## src/rtl/link_target_switch_policy_macros.svh

```systemverilog
// assertion macros for the link target switch policy block
// no dependencies; set NO_ASSERTIONS to compile them out
`ifndef LINK_TARGET_SWITCH_POLICY_MACROS_SVH
`define LINK_TARGET_SWITCH_POLICY_MACROS_SVH

`ifndef NO_ASSERTIONS
`define LTS_ASSERT_NOW(label, clk, rst_n, ante, cons) \
    label: assert property (@(posedge clk) disable iff (!rst_n) (ante) |-> (cons)) \
        else $error("lts assertion failed");
`define LTS_ASSERT_NEXT(label, clk, rst_n, ante, cons) \
    label: assert property (@(posedge clk) disable iff (!rst_n) (ante) |=> (cons)) \
        else $error("lts assertion failed");
`else
`define LTS_ASSERT_NOW(label, clk, rst_n, ante, cons)
`define LTS_ASSERT_NEXT(label, clk, rst_n, ante, cons)
`endif

`endif

```

## src/rtl/lts_pkg.sv

```systemverilog
// types and codes shared by the link target switch policy block
// no dependencies
`timescale 1ns / 1ps
`default_nettype none

package lts_pkg;

    localparam int ADDR_W = 48;
    localparam int TYPE_W = 2;
    localparam int PEER_W = ADDR_W + TYPE_W;
    localparam int TIME_W = 32;

    localparam logic [TIME_W-1:0] TIMEOUT_RESET = 32'd5000;

    typedef logic [2:0] t_kind;
    localparam t_kind KIND_SELECT       = 3'd0;
    localparam t_kind KIND_CLEAR        = 3'd1;
    localparam t_kind KIND_CONNECTED    = 3'd2;
    localparam t_kind KIND_DISCONNECTED = 3'd3;
    localparam t_kind KIND_TICK         = 3'd4;

    typedef logic [1:0] t_mode;
    localparam t_mode MODE_IDLE      = 2'd0;
    localparam t_mode MODE_SWITCHING = 2'd1;
    localparam t_mode MODE_CONNECTED = 2'd2;

    typedef logic [2:0] t_action;
    localparam t_action ACT_DISCONNECT   = 3'd0;
    localparam t_action ACT_START_ADV    = 3'd1;
    localparam t_action ACT_ACCEPT       = 3'd2;
    localparam t_action ACT_REJECT       = 3'd3;
    localparam t_action ACT_UI_SWITCHING = 3'd4;
    localparam t_action ACT_UI_CONNECTED = 3'd5;
    localparam t_action ACT_UI_ERROR     = 3'd6;
    localparam t_action ACT_UI_IDLE      = 3'd7;

    typedef struct packed {
        logic [2:0]        kind;
        logic [ADDR_W-1:0] peer_address;
        logic [TYPE_W-1:0] peer_address_type;
        logic [TIME_W-1:0] now_ms;
    } t_in_beat;

    typedef struct packed {
        logic [2:0] action;
        logic       last_action;
    } t_out_beat;

    typedef struct packed {
        t_mode             mode;
        logic [PEER_W-1:0] selected_peer;
        logic              selected_ok;
        logic [PEER_W-1:0] current_peer;
        logic              current_ok;
        logic [PEER_W-1:0] previous_peer;
        logic              previous_ok;
        logic [TIME_W-1:0] switch_start_time;
        logic              user_started;
    } t_state;

    typedef struct packed {
        t_state            state;
        t_action [2:0]     acts;
        logic [1:0]        count;
    } t_decision;

endpackage

`default_nettype wire

```

## src/rtl/lts_decide.sv

```systemverilog
// per-event policy decision: next state and up to three actions
// depends on lts_pkg
`timescale 1ns / 1ps
`default_nettype none

module lts_decide
    import lts_pkg::*;
(
    input  wire t_in_beat                i_beat,
    input  wire t_state                  i_state,
    input  wire logic [TIME_W-1:0]       i_timeout,
    output t_decision                    o_dec
);

    logic [PEER_W-1:0] peer;
    logic [TIME_W-1:0] elapsed;
    logic              expired;

    assign peer    = {i_beat.peer_address_type, i_beat.peer_address};
    assign elapsed = i_beat.now_ms - i_state.switch_start_time;
    assign expired = !(elapsed < i_timeout);

    always_comb begin
        o_dec.state = i_state;
        o_dec.acts  = '{ACT_DISCONNECT, ACT_DISCONNECT, ACT_DISCONNECT};
        o_dec.count = 2'd0;
        unique case (i_beat.kind)
            KIND_SELECT: begin
                if (i_state.mode == MODE_CONNECTED && i_state.current_ok &&
                    i_state.current_peer == peer) begin
                    o_dec.state.selected_peer = peer;
                    o_dec.state.selected_ok   = 1'b1;
                    o_dec.acts[0]             = ACT_UI_CONNECTED;
                    o_dec.count               = 2'd1;
                end else begin
                    if (i_state.current_ok) begin
                        o_dec.state.previous_peer = i_state.current_peer;
                        o_dec.state.previous_ok   = 1'b1;
                    end
                    o_dec.state.selected_peer     = peer;
                    o_dec.state.selected_ok       = 1'b1;
                    o_dec.state.mode              = MODE_SWITCHING;
                    o_dec.state.switch_start_time = i_beat.now_ms;
                    o_dec.state.user_started      = 1'b1;
                    o_dec.acts[0]                 = ACT_DISCONNECT;
                    o_dec.acts[1]                 = ACT_START_ADV;
                    o_dec.acts[2]                 = ACT_UI_SWITCHING;
                    o_dec.count                   = 2'd3;
                end
            end
            KIND_CLEAR: begin
                o_dec.state.selected_ok = 1'b0;
                o_dec.state.previous_ok = 1'b0;
                o_dec.state.mode        = MODE_IDLE;
                o_dec.acts[0]           = ACT_UI_IDLE;
                o_dec.count             = 2'd1;
            end
            KIND_CONNECTED: begin
                if (i_state.mode == MODE_IDLE || !i_state.selected_ok) begin
                    o_dec.state.current_peer = peer;
                    o_dec.state.current_ok   = 1'b1;
                    o_dec.acts[0]            = ACT_ACCEPT;
                    o_dec.count              = 2'd1;
                end else if (i_state.selected_peer == peer) begin
                    o_dec.state.current_peer = peer;
                    o_dec.state.current_ok   = 1'b1;
                    o_dec.state.mode         = MODE_CONNECTED;
                    o_dec.state.previous_ok  = 1'b0;
                    o_dec.state.user_started = 1'b0;
                    o_dec.acts[0]            = ACT_ACCEPT;
                    o_dec.acts[1]            = ACT_UI_CONNECTED;
                    o_dec.count              = 2'd2;
                end else begin
                    o_dec.acts[0] = ACT_REJECT;
                    o_dec.count   = 2'd1;
                end
            end
            KIND_DISCONNECTED: begin
                o_dec.state.current_ok = 1'b0;
                if (i_state.current_ok && i_state.mode == MODE_CONNECTED) begin
                    o_dec.state.mode              = MODE_SWITCHING;
                    o_dec.state.switch_start_time = i_beat.now_ms;
                    o_dec.state.user_started      = 1'b0;
                    o_dec.acts[0]                 = ACT_START_ADV;
                    o_dec.acts[1]                 = ACT_UI_SWITCHING;
                    o_dec.count                   = 2'd2;
                end
            end
            KIND_TICK: begin
                if (i_state.mode == MODE_SWITCHING && i_state.user_started && expired) begin
                    o_dec.acts[0] = ACT_UI_ERROR;
                    o_dec.acts[1] = ACT_START_ADV;
                    o_dec.count   = 2'd3;
                    if (i_state.previous_ok) begin
                        o_dec.state.previous_ok       = 1'b0;
                        o_dec.state.selected_peer     = i_state.previous_peer;
                        o_dec.state.selected_ok       = 1'b1;
                        o_dec.state.switch_start_time = i_beat.now_ms;
                        o_dec.acts[2]                 = ACT_UI_SWITCHING;
                    end else begin
                        o_dec.state.selected_ok = 1'b0;
                        o_dec.state.mode        = MODE_IDLE;
                        o_dec.acts[2]           = ACT_UI_IDLE;
                    end
                end
            end
            default: begin
                o_dec.count = 2'd0;
            end
        endcase
    end

endmodule

`default_nettype wire

```

## src/rtl/link_target_switch_policy.sv

```systemverilog
// path: an accepted input beat is registered, then its decided actions are registered in the action buffer
// throughput: one event per cycle while each yields at most one action and the receiver
//   does not stall; an event yielding more holds the single action buffer until its last action leaves
// reset: synchronous active low; state cleared, timeout back to 5000 ms, buffers empty
// depends on lts_pkg, lts_decide and link_target_switch_policy_macros.svh
`timescale 1ns / 1ps
`default_nettype none

`include "link_target_switch_policy_macros.svh"

module link_target_switch_policy
    import lts_pkg::*;
(
    input  wire                   i_clk,
    input  wire                   i_rst_n,
    input  wire                   i_cfg_wr_en,
    input  wire logic [TIME_W-1:0] i_cfg_wr_data,
    input  wire                   i_in_valid,
    output logic                  o_in_stall,
    input  wire t_in_beat         i_in_beat,
    output logic                  o_out_valid,
    input  wire                   i_out_stall,
    output t_out_beat             o_out_beat
);

    logic [TIME_W-1:0] r_timeout;
    logic              r_in_valid;
    t_in_beat          r_in_beat;
    t_state            r_state;
    t_action [2:0]     r_act;
    t_action [2:0]     n_act;
    logic [1:0]        r_cnt;
    logic [1:0]        n_cnt;
    t_decision         dec;
    logic              pop;
    logic              list_free;
    logic              advance;
    logic              load;
    logic              in_accept;

    lts_decide u_decide (
        .i_beat    (r_in_beat),
        .i_state   (r_state),
        .i_timeout (r_timeout),
        .o_dec     (dec)
    );

    assign o_out_valid            = (r_cnt != 2'd0);
    assign o_out_beat.action      = r_act[0];
    assign o_out_beat.last_action = (r_cnt == 2'd1);

    assign pop       = o_out_valid && !i_out_stall;
    assign list_free = (r_cnt == 2'd0) || (pop && r_cnt == 2'd1);
    assign advance   = r_in_valid && ((dec.count == 2'd0) || list_free);
    assign load      = advance && (dec.count != 2'd0);
    assign o_in_stall = r_in_valid && !advance;
    assign in_accept = i_in_valid && !o_in_stall;

    always_comb begin
        n_act = r_act;
        n_cnt = r_cnt;
        if (pop) begin
            n_act[0] = r_act[1];
            n_act[1] = r_act[2];
            n_cnt    = r_cnt - 2'd1;
        end
        if (load) begin
            n_act = dec.acts;
            n_cnt = dec.count;
        end
    end

    always_ff @(posedge i_clk) begin
        if (!i_rst_n) begin
            r_timeout  <= TIMEOUT_RESET;
            r_in_valid <= 1'b0;
            r_state    <= '0;
            r_cnt      <= 2'd0;
        end else begin
            if (i_cfg_wr_en) begin
                r_timeout <= i_cfg_wr_data;
            end
            if (in_accept) begin
                r_in_valid <= 1'b1;
            end else if (advance) begin
                r_in_valid <= 1'b0;
            end
            if (advance) begin
                r_state <= dec.state;
            end
            r_cnt <= n_cnt;
        end
    end

    always_ff @(posedge i_clk) begin
        if (in_accept) begin
            r_in_beat <= i_in_beat;
        end
        r_act <= n_act;
    end

    `LTS_ASSERT_NOW(a_connected_has_peer, i_clk, i_rst_n, r_state.mode == MODE_CONNECTED, r_state.current_ok)
    `LTS_ASSERT_NOW(a_active_has_target, i_clk, i_rst_n, r_state.mode != MODE_IDLE, r_state.selected_ok)
    `LTS_ASSERT_NEXT(a_blocked_beat_holds, i_clk, i_rst_n, r_in_valid && !advance, r_in_valid && $stable(r_in_beat))

endmodule

`default_nettype wire

```

## config.mk

```make
export PLATFORM = sky130hd
export DESIGN_NAME = link_target_switch_policy
export DESIGN_NICKNAME = d
export VERILOG_FILES = /design/src/rtl/lts_pkg.sv /design/src/rtl/lts_decide.sv /design/src/rtl/link_target_switch_policy.sv
export VERILOG_INCLUDE_DIRS = /design/src /design/src/rtl
export SDC_FILE = /design/constraint.sdc
export NUM_CORES = 1
export LEC_CHECK = 0
export BUFFER_PORTS_ARGS = -buffer_cell sky130_fd_sc_hd__buf_2
export CAP_MARGIN = 10
export CORE_MARGIN = 2
export CORE_UTILIZATION = 50
export CTS_CLUSTER_SIZE = 14
export DETAILED_ROUTE_END_ITERATION = 10
export MAX_ROUTING_LAYER = met4
export PLACE_DENSITY = 0.77
export SYNTH_ARGS = -nofsm -noshare
export SYNTH_HDL_FRONTEND = slang
export SYNTH_SLANG_ARGS = --single-unit
```

## constraint.sdc

```tcl
create_clock -name i_clk -period 12.22 [get_ports i_clk]
set_input_delay 0.611 -clock i_clk [delete_from_list [all_inputs] [get_ports i_clk]]
set_output_delay 0.611 -clock i_clk [all_outputs]
set_load 0.02 [all_outputs]
```

-- Word level (Yosys, flattened, before mapping)
Index checks and enable logic that the tools add are counted.
- word-level logic and storage cells: 126
- bits of input ports: 122
- flip-flop bits (word level): 317
- output and inout port bits: 6
- magnitude comparators: 1
- reduce and logical (&&, ||, !) cells: 43
- mux-type cells: 42
- add/sub/neg operators: 2
- equal/unequal tests: 18
- bitwise operators: 1
- operator list (cell ; number):
    2-to-1 mux 51 bit ; 2
    equality test 50 bit ; 2
    case mux 50 bit (2 select lines) ; 1
    case mux 32 bit (3 select lines) ; 1
    2-to-1 mux 33 bit ; 2
    2-to-1 mux 53 bit ; 1
    2-to-1 mux 50 bit ; 1
    2-to-1 mux 40 bit ; 1
    less-than comparator 32 bit ; 1
    2-to-1 mux 32 bit ; 1
    subtractor 32 bit ; 1
    case mux 2 bit (5 select lines) ; 2
    2-to-1 mux 2 bit ; 8
    case mux 3 bit (5 select lines) ; 1
    nonzero test 2 bit ; 7
    2-to-1 mux 6 bit ; 2
    case mux 3 bit (4 select lines) ; 1
    AND reduction 6 bit ; 2
    2-to-1 mux 11 bit ; 1
    logical AND 1 bit ; 10
    2-to-1 mux 5 bit ; 2
    inequality test 2 bit, second input constant ; 5
    2-to-1 mux 3 bit ; 3
    AND reduction 3 bit ; 3
    other kinds (25) ; 46

-- Longest topological paths before layout
Gate-level depths: netlist of the first run.
- depth in word-level cells: 14
- depth in mapped cells: 23
- depth with buffers taken out: 21

-- Cells and area by module
A second synthesis of the first run with hierarchy kept.
- cell total of the unflattened synthesis: 1904
- area total of the unflattened synthesis: 17755.8 µm²
- by module, submodules not included (module ; times used ; seq. area each (µm²) ; area an instance (µm²) ; cells an instance):
    link_target_switch_policy ; 1 ; 7287.0 ; 11328.4 ; 1069
    lts_decide ; 1 ; 0.0 ; 6427.4 ; 835

-- Worst setup path before layout of the first run
Ideal clock, no wire load.
- path type: reg-to-reg
- start: register r_in_beat[0] in the netlist's numbering
- end: register r_in_beat[0] in the netlist's numbering (enable)
- cell stages (with the launch flop): 22
- setup time: 0.537 ns
- data required time: 11.683 ns
- buffers on the path: 0
- period minus slack after synthesis: 8.704 ns
- path slack: 3.516 ns
- arrival: 8.166 ns
- path through: edfxtp_1 -> inv_1 -> ha_1 -> inv_1 -> fa_1 -> a211oi_1 -> o2111ai_1 -> nand3_1 -> o41ai_2 -> o31ai_1 -> a31oi_1 -> o21a_1 -> o211ai_1 -> ha_1 -> and3_1 -> and3_4 -> a221oi_2 -> and3_4 -> a31oi_2 -> a21oi_1 -> nor2_1 -> nor2b_1
- word-level cells in the longest chain between the ends: 13
- ends and longest elaborated chain (what ; RTL line ; text):
    from (decl) ; link_target_switch_policy.sv:28 ; t_in_beat r_in_beat;
    from (signal assigned) ; link_target_switch_policy.sv:97 ; r_in_beat <= i_in_beat;
    subtractor 32 bit ; lts_decide.sv:20 ; assign elapsed = i_beat.now_ms - i_state.switch_start_time;
    less-than comparator 32 bit ; lts_decide.sv:21 ; assign expired = !(elapsed < i_timeout);
    zero test 1 bit ; lts_decide.sv:21 ;
    logical AND 1 bit ; lts_decide.sv:90 ; if (i_state.mode == MODE_SWITCHING && i_state.user_started && expired) begin
    2-to-1 mux 11 bit ; lts_decide.sv:90 ;
    case mux 2 bit (5 select lines) ; lts_decide.sv:27 ; unique case (i_beat.kind)
    zero test 2 bit ; link_target_switch_policy.sv:54 ; assign advance = r_in_valid && ((dec.count == 2'd0) || list_free);
    logical OR 1 bit ; link_target_switch_policy.sv:54 ;
    logical AND 1 bit ; link_target_switch_policy.sv:54 ;
    zero test 1 bit ; link_target_switch_policy.sv:56 ; assign o_in_stall = r_in_valid && !advance;
    logical AND 1 bit ; link_target_switch_policy.sv:56 ;
    named net o_in_stall ; link_target_switch_policy.sv:19 ; output logic o_in_stall,
    zero test 1 bit ; link_target_switch_policy.sv:57 ; assign in_accept = i_in_valid && !o_in_stall;
    logical AND 1 bit ; link_target_switch_policy.sv:57 ;
    named net in_accept ; link_target_switch_policy.sv:39 ; logic in_accept;
The timed path passes the listed nets, and every way through them passes these cells.
A chain may end at the register's enable or synchronous reset.

-- Worst setup path after layout of the first run
- start: register r_in_beat[0] in the netlist's numbering
- end: register r_in_beat[2] in the netlist's numbering (enable)
- word-level cells in the longest chain between the ends: 13
- ends and longest elaborated chain (what ; RTL line):
    subtractor 32 bit ; lts_decide.sv:20
    less-than comparator 32 bit ; lts_decide.sv:21
    zero test 1 bit ; lts_decide.sv:21
    logical AND 1 bit ; lts_decide.sv:90
    2-to-1 mux 11 bit ; lts_decide.sv:90
    case mux 2 bit (5 select lines) ; lts_decide.sv:27
    zero test 2 bit ; link_target_switch_policy.sv:54
    logical OR 1 bit ; link_target_switch_policy.sv:54
    logical AND 1 bit ; link_target_switch_policy.sv:54
    zero test 1 bit ; link_target_switch_policy.sv:56
    logical AND 1 bit ; link_target_switch_policy.sv:56
    zero test 1 bit ; link_target_switch_policy.sv:57
    logical AND 1 bit ; link_target_switch_policy.sv:57
    named net in_accept ; link_target_switch_policy.sv:39
The timed path passes the listed nets, and every way through them passes these cells.

==> results.ini, run 1 <==
[timing]
setup_tns_ps = 0
finalHoldViolations = 0
worstMarginPinSlew_ps = 1164
setup_viol = 0
whs_ps = 257.1
max_freq_ghz = 0.1403
drv_slew = 0
period_share_pct = 58.32
rsz0062_at_grt = false
clock-skew-final_ps = 28.70
slew_headroom_pct = 22.39
period_needed_ps = 7127

[grt]
grt_pass1_wl_mm = 57.35
grt_use_total_pct = 21.79
gr-total-overflow = 0
grt_pass1_vias = 11491
grt_antenna_before_repair = 2
grt_max_degree = 111

[drt]
drt_pass1_iterations = 5
avgViaCountPerCell = 5.373
post_drt_wl_per_cell_um = 16.21
vias = 11793
ant_nets = 0
drc = 0
drt_iter0_drc = 616
wl_mm = 35.59

[clock_tree]
clock_latency_ps = 530
cts.htree.levels = 2
cts-buffers-inserted = 35
cts.sinks = 316
cts_root_buf = clkbuf_16
clkSlewWorstSetupHoldPaths_ps = 60
post_cts_buffers = 0
cts_tree = yes
cts_resized = 0
cts_hold_buf = 0
clk_path_buf_depth = 3

[logic_synthesis]
yosys-top-cells-area = dfxtp_1 28%, edfxtp_1 18%, mux2i_1 13%
synth-async-reset-ratio_pct = 0
ys_seq_area_share_pct = 45.78
yosysTopAreaCell = dfxtp_1
synth-edff-count = 93
syn-num-nets = 1857
yosysWarnings = 0
synth.avg_cell_area_sq_um = 9.493
synth_most_common_cell = nand2_1
ys_types = 73
synth_top_cell_area_share_pct = 28.16
synth_common_cells = 346 x nand2_1, 223 x dfxtp_1, 212 x mux2i_1
synth_seq_cells = 316
synth_flop_cell = dfxtp_1
syn_inst = 1670
syn_area_sq_um = 15850

[run]
max-cap-violations = 0

[setup_path]
arrival_ps = 7260
crit_chain = inv_1, ha_1, inv_1, fa_1, a211oi_1, o2111ai_1, nand3_1, o41ai_2, o31ai_1, a31oi_1, o21a_1, o211ai_1, ha_1, and3_1, and3_4, a221oi_2, and3_4, a31oi_2, a21oi_1, nor2_1, nor2b_4, buf_4
crit_type = reg -> reg
crit_family = compound AO/OA/AOI/OAI gates
critPathCaptureType = flop
cpPeakStageDelay_ps = 780
start_kind = flop
critPathRequiredTime_ps = 12350
critPathMaxFanout = 53
reg2reg_depth = 22
crit_cells = 22
cp_num_buf_inv = 3
critPathSlowestCell = nor2b_4

[placed_design]
placed_cell_area_sq_um = 16670
gp_congestion = 0.8903
numPortBuffers = 127
hpwl_mm = 23.91

[floorplan]
rows = 65
io_pins = 128
die_area_sq_um = 33150
coreArea_sq_um = 31390
die_y_um = 182.1
initial_utilization_pct = 50.50
die_w_um = 182.1

[final_layout]
synthToLayoutAreaGrowth_pct = 12.49
design_area_sq_um = 17830
final_nets = 1951
drive_gt1_share_pct = 12.45

[run_status]
outcome = finished, final reports clean

[min_path]
hold_class = in -> reg
holdPathStages = 1

[power_and_ir_drop]
power.total_mw = 2.532
ir_drop_mv = 0.09779
p_per_area_nw_per_um2 = 142.0
p_leak_nw = 7.521

kinds of logic (layout without fill, tap and decap cells):
kind of cell,after synthesis,count (layout),synth area share (%)
simple gates,622,622,16.46
flops,316,316,45.78
mux,215,215,13.60
compound gates,168,168,7.538
buf+inv,161,282,4.657
xor+xnor,123,123,6.796
fa+ha+maj,65,65,5.178
other cells,0,2,0
path summary, 6_finish.rpt:
kind | start | to | slack, ps
worst max-delay path | r_in_beat[0]$_DFFE_PP_ | r_in_beat[2]$_DFFE_PP_ | 5090
worst min-delay path | i_in_beat[22] | r_in_beat[22]$_DFFE_PP_ | 260
worst max register to register | r_in_beat[0]$_DFFE_PP_ | r_in_beat[2]$_DFFE_PP_ | 5090
worst min register to register | r_state[135]$_SDFFE_PN0P_ | r_state[135]$_SDFFE_PN0P_ | 450
routing by layer:
layer	GRT usage [%]	part of all wire, %	up-vias
li1	-	-	5879
met1	28.30	46	5546
met2	34.63	46	290
met3	3.452	4.7	78
met4	7.871	3.1	0
met5	-	0	-
per-stage QoR:
step	worst slack, ps	util, %	std cells
floorplan	3516	-	1670
global placement	5528	53.09	2129
detailed placement	5148	53.09	2129
CTS	5140	56.79	2193
global route	4617	56.80	2195
finish	5093	56.80	2195
layout by cell type, fill, tap and decap left out, drive strengths merged, types with 4 or more instances in the layout:
master and n:
xor2 9, o21ai 30, inv 89, ha 64, dfxtp 223, nor2 163, a31oi 6, a211oi 14
or3 5, buf 135, clkbuf 52, nor3 12, or2 4, o21a 10, nand2b 13, clkinv 4
nor2b 8, a21oi 35, edfxtp 93, o211ai 19, nand3 16, xnor2 114, a31o 4, a21o 9
nor4 6, mux2i 212, nand4 29, nand2 347, and3 11
layout make-up:
cell class                 instances  area (sq um)
antenna                            2         5.005
clock buffer                      52          1054
clock inverter                    12         106.4
fill                            2696         13560
inverter                          83         314.1
multi-input combinational       1193          7895
sequential                       316          7257
tap                              402         503.0
timing repair buffer             135         698.2
state kept, by name (all words and copies together) (netlist names):
| register | cells |
|---|---|
| r_act | 5 |
| r_in_beat | 85 |
| r_cnt | 2 |
| r_in_valid | 1 |
| o_out_beat | 3 |
| r_state | 188 |
| r_timeout | 32 |
report_power, final:
part | internal, mW | switching [mW]
combinational | 0.136 | 0.185
sequential | 1.13 | 0.0364
clock | 0.624 | 0.425
total | 1.89 | 0.647
worst reg2reg max path, stage by stage (launching register included):
cell       delay (ps)
edfxtp_1          390
inv_1              70
ha_1              160
inv_1              60
fa_1              410
a211oi_1          410
o2111ai_1         270
nand3_1           230
o41ai_2           120
o31ai_1           450
a31oi_1           250
o21a_1            260
o211ai_1          190
ha_1              270
and3_1            160
and3_4            190
a221oi_2          310
and3_4            240
a31oi_2           170
a21oi_1           410
nor2_1            180
nor2b_4           780
buf_4             740
Power figures use the tool's default switching activity.
==> inputs of run 2 (changes only) <==
--- a/config.mk
+++ b/config.mk
@@ -13,7 +13,7 @@
 export CTS_CLUSTER_SIZE = 14
 export DETAILED_ROUTE_END_ITERATION = 10
 export MAX_ROUTING_LAYER = met4
-export PLACE_DENSITY = 0.77
+export PLACE_DENSITY = 0.8
 export SYNTH_ARGS = -nofsm -noshare
 export SYNTH_HDL_FRONTEND = slang
 export SYNTH_SLANG_ARGS = --single-unit
==> constraint.sdc (replaced) <==
create_clock -name i_clk -period 6 [get_ports i_clk]
set_input_delay 0.3 -clock i_clk [delete_from_list [all_inputs] [get_ports i_clk]]
set_output_delay 0.3 -clock i_clk [all_outputs]
set_load 0.02 [all_outputs]
==> results.ini, run 2 (synthesis gave the netlist of run 1 again) <==
[timing]
worstMarginPinSlew_ps = 1100  ; -64.15 ps
slew_headroom_pct = 26.67  ; +4.3 points
clock-skew-final_ps = 22.80  ; -5.901 ps
max_freq_ghz = 0.1768
drv_slew = 0  ; unchanged
period_share_pct = 94.27
setup_viol = 0  ; unchanged
whs_ps = 10.23  ; -246.9 ps
period_needed_ps = 5656
setup_ws_ps = 344.0  ; -4749 ps
finalHoldViolations = 0  ; unchanged

[setup_path]
crit_family = compound AO/OA/AOI/OAI gates
start_kind = flop
crit_chain = inv_1, ha_1, inv_1, fa_1, a211oi_2, o2111ai_1, nand3_1, o41ai_2, o31ai_2, a31oi_1, o21a_1, o211ai_1, ha_1, and3_1, and3_4, a221oi_2, a41o_1, a31oi_4, a21oi_2, nor2_1, buf_2
critPathCaptureType = primary output
reg2reg_depth = 22  ; unchanged
critPathMaxFanout = 7  ; -87%
r2r_end = r_state[172]$_SDFFE_PN0P_
critPathSlowestCell = fa_1
cp_num_buf_inv = 3  ; unchanged
arrival_ps = 5360  ; -1900 ps
timing.rr.start = r_in_beat[0]$_DFFE_PP_
r2r_setup_slack_ps = 410  ; -4680 ps
crit_type = reg -> out
critPathRequiredTime_ps = 5700  ; -6650 ps
cpPeakStageDelay_ps = 430  ; -350 ps

[floorplan]
die_w_um = 182.1  ; unchanged
initial_utilization_pct = 50.50  ; unchanged
die_area_sq_um = 33150  ; unchanged
io_pins = 128  ; unchanged
coreArea_sq_um = 31390  ; unchanged
rows = 65  ; unchanged
die_y_um = 182.1  ; unchanged

[final_layout]
reg_top3 = r_state: 188 flops, r_in_beat: 85 flops, r_timeout: 32 flops
synthToLayoutAreaGrowth_pct = 18.49
final_common_cell = nand2_1
largest_register_ffs = 188  ; unchanged
seqCellArea_sq_um = 7257  ; unchanged
final_util_pct = 59.84  ; +3.0 points
drive_gt1_share_pct = 11.94  ; -0.51 points
final_nets = 2045  ; +4.8%
final_cell_mix = 346 x nand2_1, 223 x dfxtp_1, 212 x mux2i_1, 161 x nor2_1, 126 x buf_2
regMostFlops = r_state
multi_input_area_sq_um = 7919  ; +0.30%
diodes = 0  ; -2
fillerInstances = 2544  ; -5.6%

[placed_design]
gp_congestion = 0.8772  ; -1.5%
numPortBuffers = 127  ; unchanged
hpwl_mm = 24.45  ; +2.3%
place_ws_ps = 357.9  ; -4790 ps

[min_path]
hold_class = in -> reg
holdPathStages = 3  ; +2
holdPathEnd = r_timeout[15]$_SDFFE_PN0P_
hold_start = i_cfg_wr_data[15]

[power_and_ir_drop]
p_per_area_nw_per_um2 = 275.1  ; +94%
p_seq_share_pct = 45.8  ; about the same
ir_drop_mv = 0.2243  ; +130%
combPwrFrac_pct = 13.8  ; +1.1 points
swShare_pct = 26.00  ; +0.45 points
p_leak_nw = 7.906  ; +5.1%
p_sw_mw = 1.343  ; +110%
p_clk_share_pct = 40.4  ; -1.0 points
cellInternalPower_mw = 3.824  ; +100%

[clock_tree]
cts.sinks = 316  ; unchanged
clock_latency_ps = 540  ; about the same
cts.htree.levels = 2  ; unchanged
clk_path_buf_depth = 3  ; unchanged
cts-buffers-inserted = 35  ; unchanged
cts_root_buf = clkbuf_16
clkSlewWorstSetupHoldPaths_ps = 60  ; about the same
cts_tree = yes

[grt]
grt_pass1_vias = 11886  ; +3.4%
grt_max_degree = 112  ; +0.90%
grt_use_total_pct = 22.66  ; +0.87 points
gr-total-overflow = 0  ; unchanged
grt_antenna_before_repair = 0  ; -2
grt_pass1_wl_mm = 59.35  ; +3.5%

[run]
max-cap-violations = 0  ; unchanged

[run_status]
outcome = finished, final reports clean

[drt]
drt_iter0_drc = 860  ; +40%
drt_pass1_iterations = 5  ; unchanged
wl_mm = 36.68  ; +3.1%
post_drt_wl_per_cell_um = 16.04  ; -1.0%
avgViaCountPerCell = 5.330  ; -0.80%
drc = 0  ; unchanged
ant_nets = 0  ; unchanged
vias = 12184  ; +3.3%

[run 2: power groups by stage]
stage / registers, mW / clock network (mW) / logic [mW]
after floorplan: 2.39 / 0 / 0.494
after global placement: 2.41 / 0 / 0.636
after detailed placement: 2.41 / 0 / 0.654
after CTS: 2.37 / 2.12 / 0.706
after global routing: 2.38 / 2.21 / 0.794
final: 2.37 / 2.09 / 0.713
[run 2: per-layer routing]
metal	GRT usage (%)	share of wire [%]	vias up
li1	-	-	6070
met4	8.484	3.6	0
met1	28.84	45	5716
met2	36.87	47	311
met3	3.233	4.4	87
met5	-	0	-
[run 2: area by class of cell]
class / count / share of cell area, %
clock buffers: 54 / 5.529
clock inverters: 9 / 0.4596
inverters: 83 / 1.672
multi-input cells: 1193 / 42.16
flip-flops and latches: 316 / 38.63
well taps: 402 / 2.678
repair buffers: 229 / 8.872
[run 2: what timing repair did]
item	CTS	global route
endpoints found under the hold margin	90	0
buffers inserted	0	1
hold buffers	90	0
endpoints found under the setup margin	0	119
resized for setup	0	3
[run 2: worst min-delay path: cells and delay by family]
| family | cells | cell delay (ps) |
|---|---|---|
| buffers and inverters | 1 | 80 |
| multiplexers | 1 | 50 |
| AND/OR/NAND/NOR | 1 | 70 |
[run 2: how the worst max path moves through the flow]
stage / endpoint / start / depth (start not counted) / slack, ps
6_report: o_in_stall / r_in_beat[0]$_DFFE_PP_ / 21 / 340
5_1_grt: o_in_stall / r_in_beat[0]$_DFFE_PP_ / 21 / -40
4_1_cts: o_in_stall / r_in_beat[0]$_DFFE_PP_ / 21 / 180
3_5_place_dp: r_in_beat[57]$_DFFE_PP_ / r_in_beat[0]$_DFFE_PP_ / 22 / 360
3_3_place_gp: r_in_beat[56]$_DFFE_PP_ / r_in_beat[0]$_DFFE_PP_ / 22 / 620
2_1_floorplan: r_in_beat[0]$_DFFE_PP_ / r_in_beat[6]$_DFFE_PP_ / 16 / 30
[run 2: through the flow]
step                instance area, sq um  TNS, ps  total power, mW  instances
finish                             18780        0            5.167       2286
global route                       18780   -41.90            5.386       2286
CTS                                18760        0            5.195       2285
detailed placement                 16740        0            3.067       2132
global placement                   16740        0            3.045       2132
floorplan                          15870        0            2.880       1670
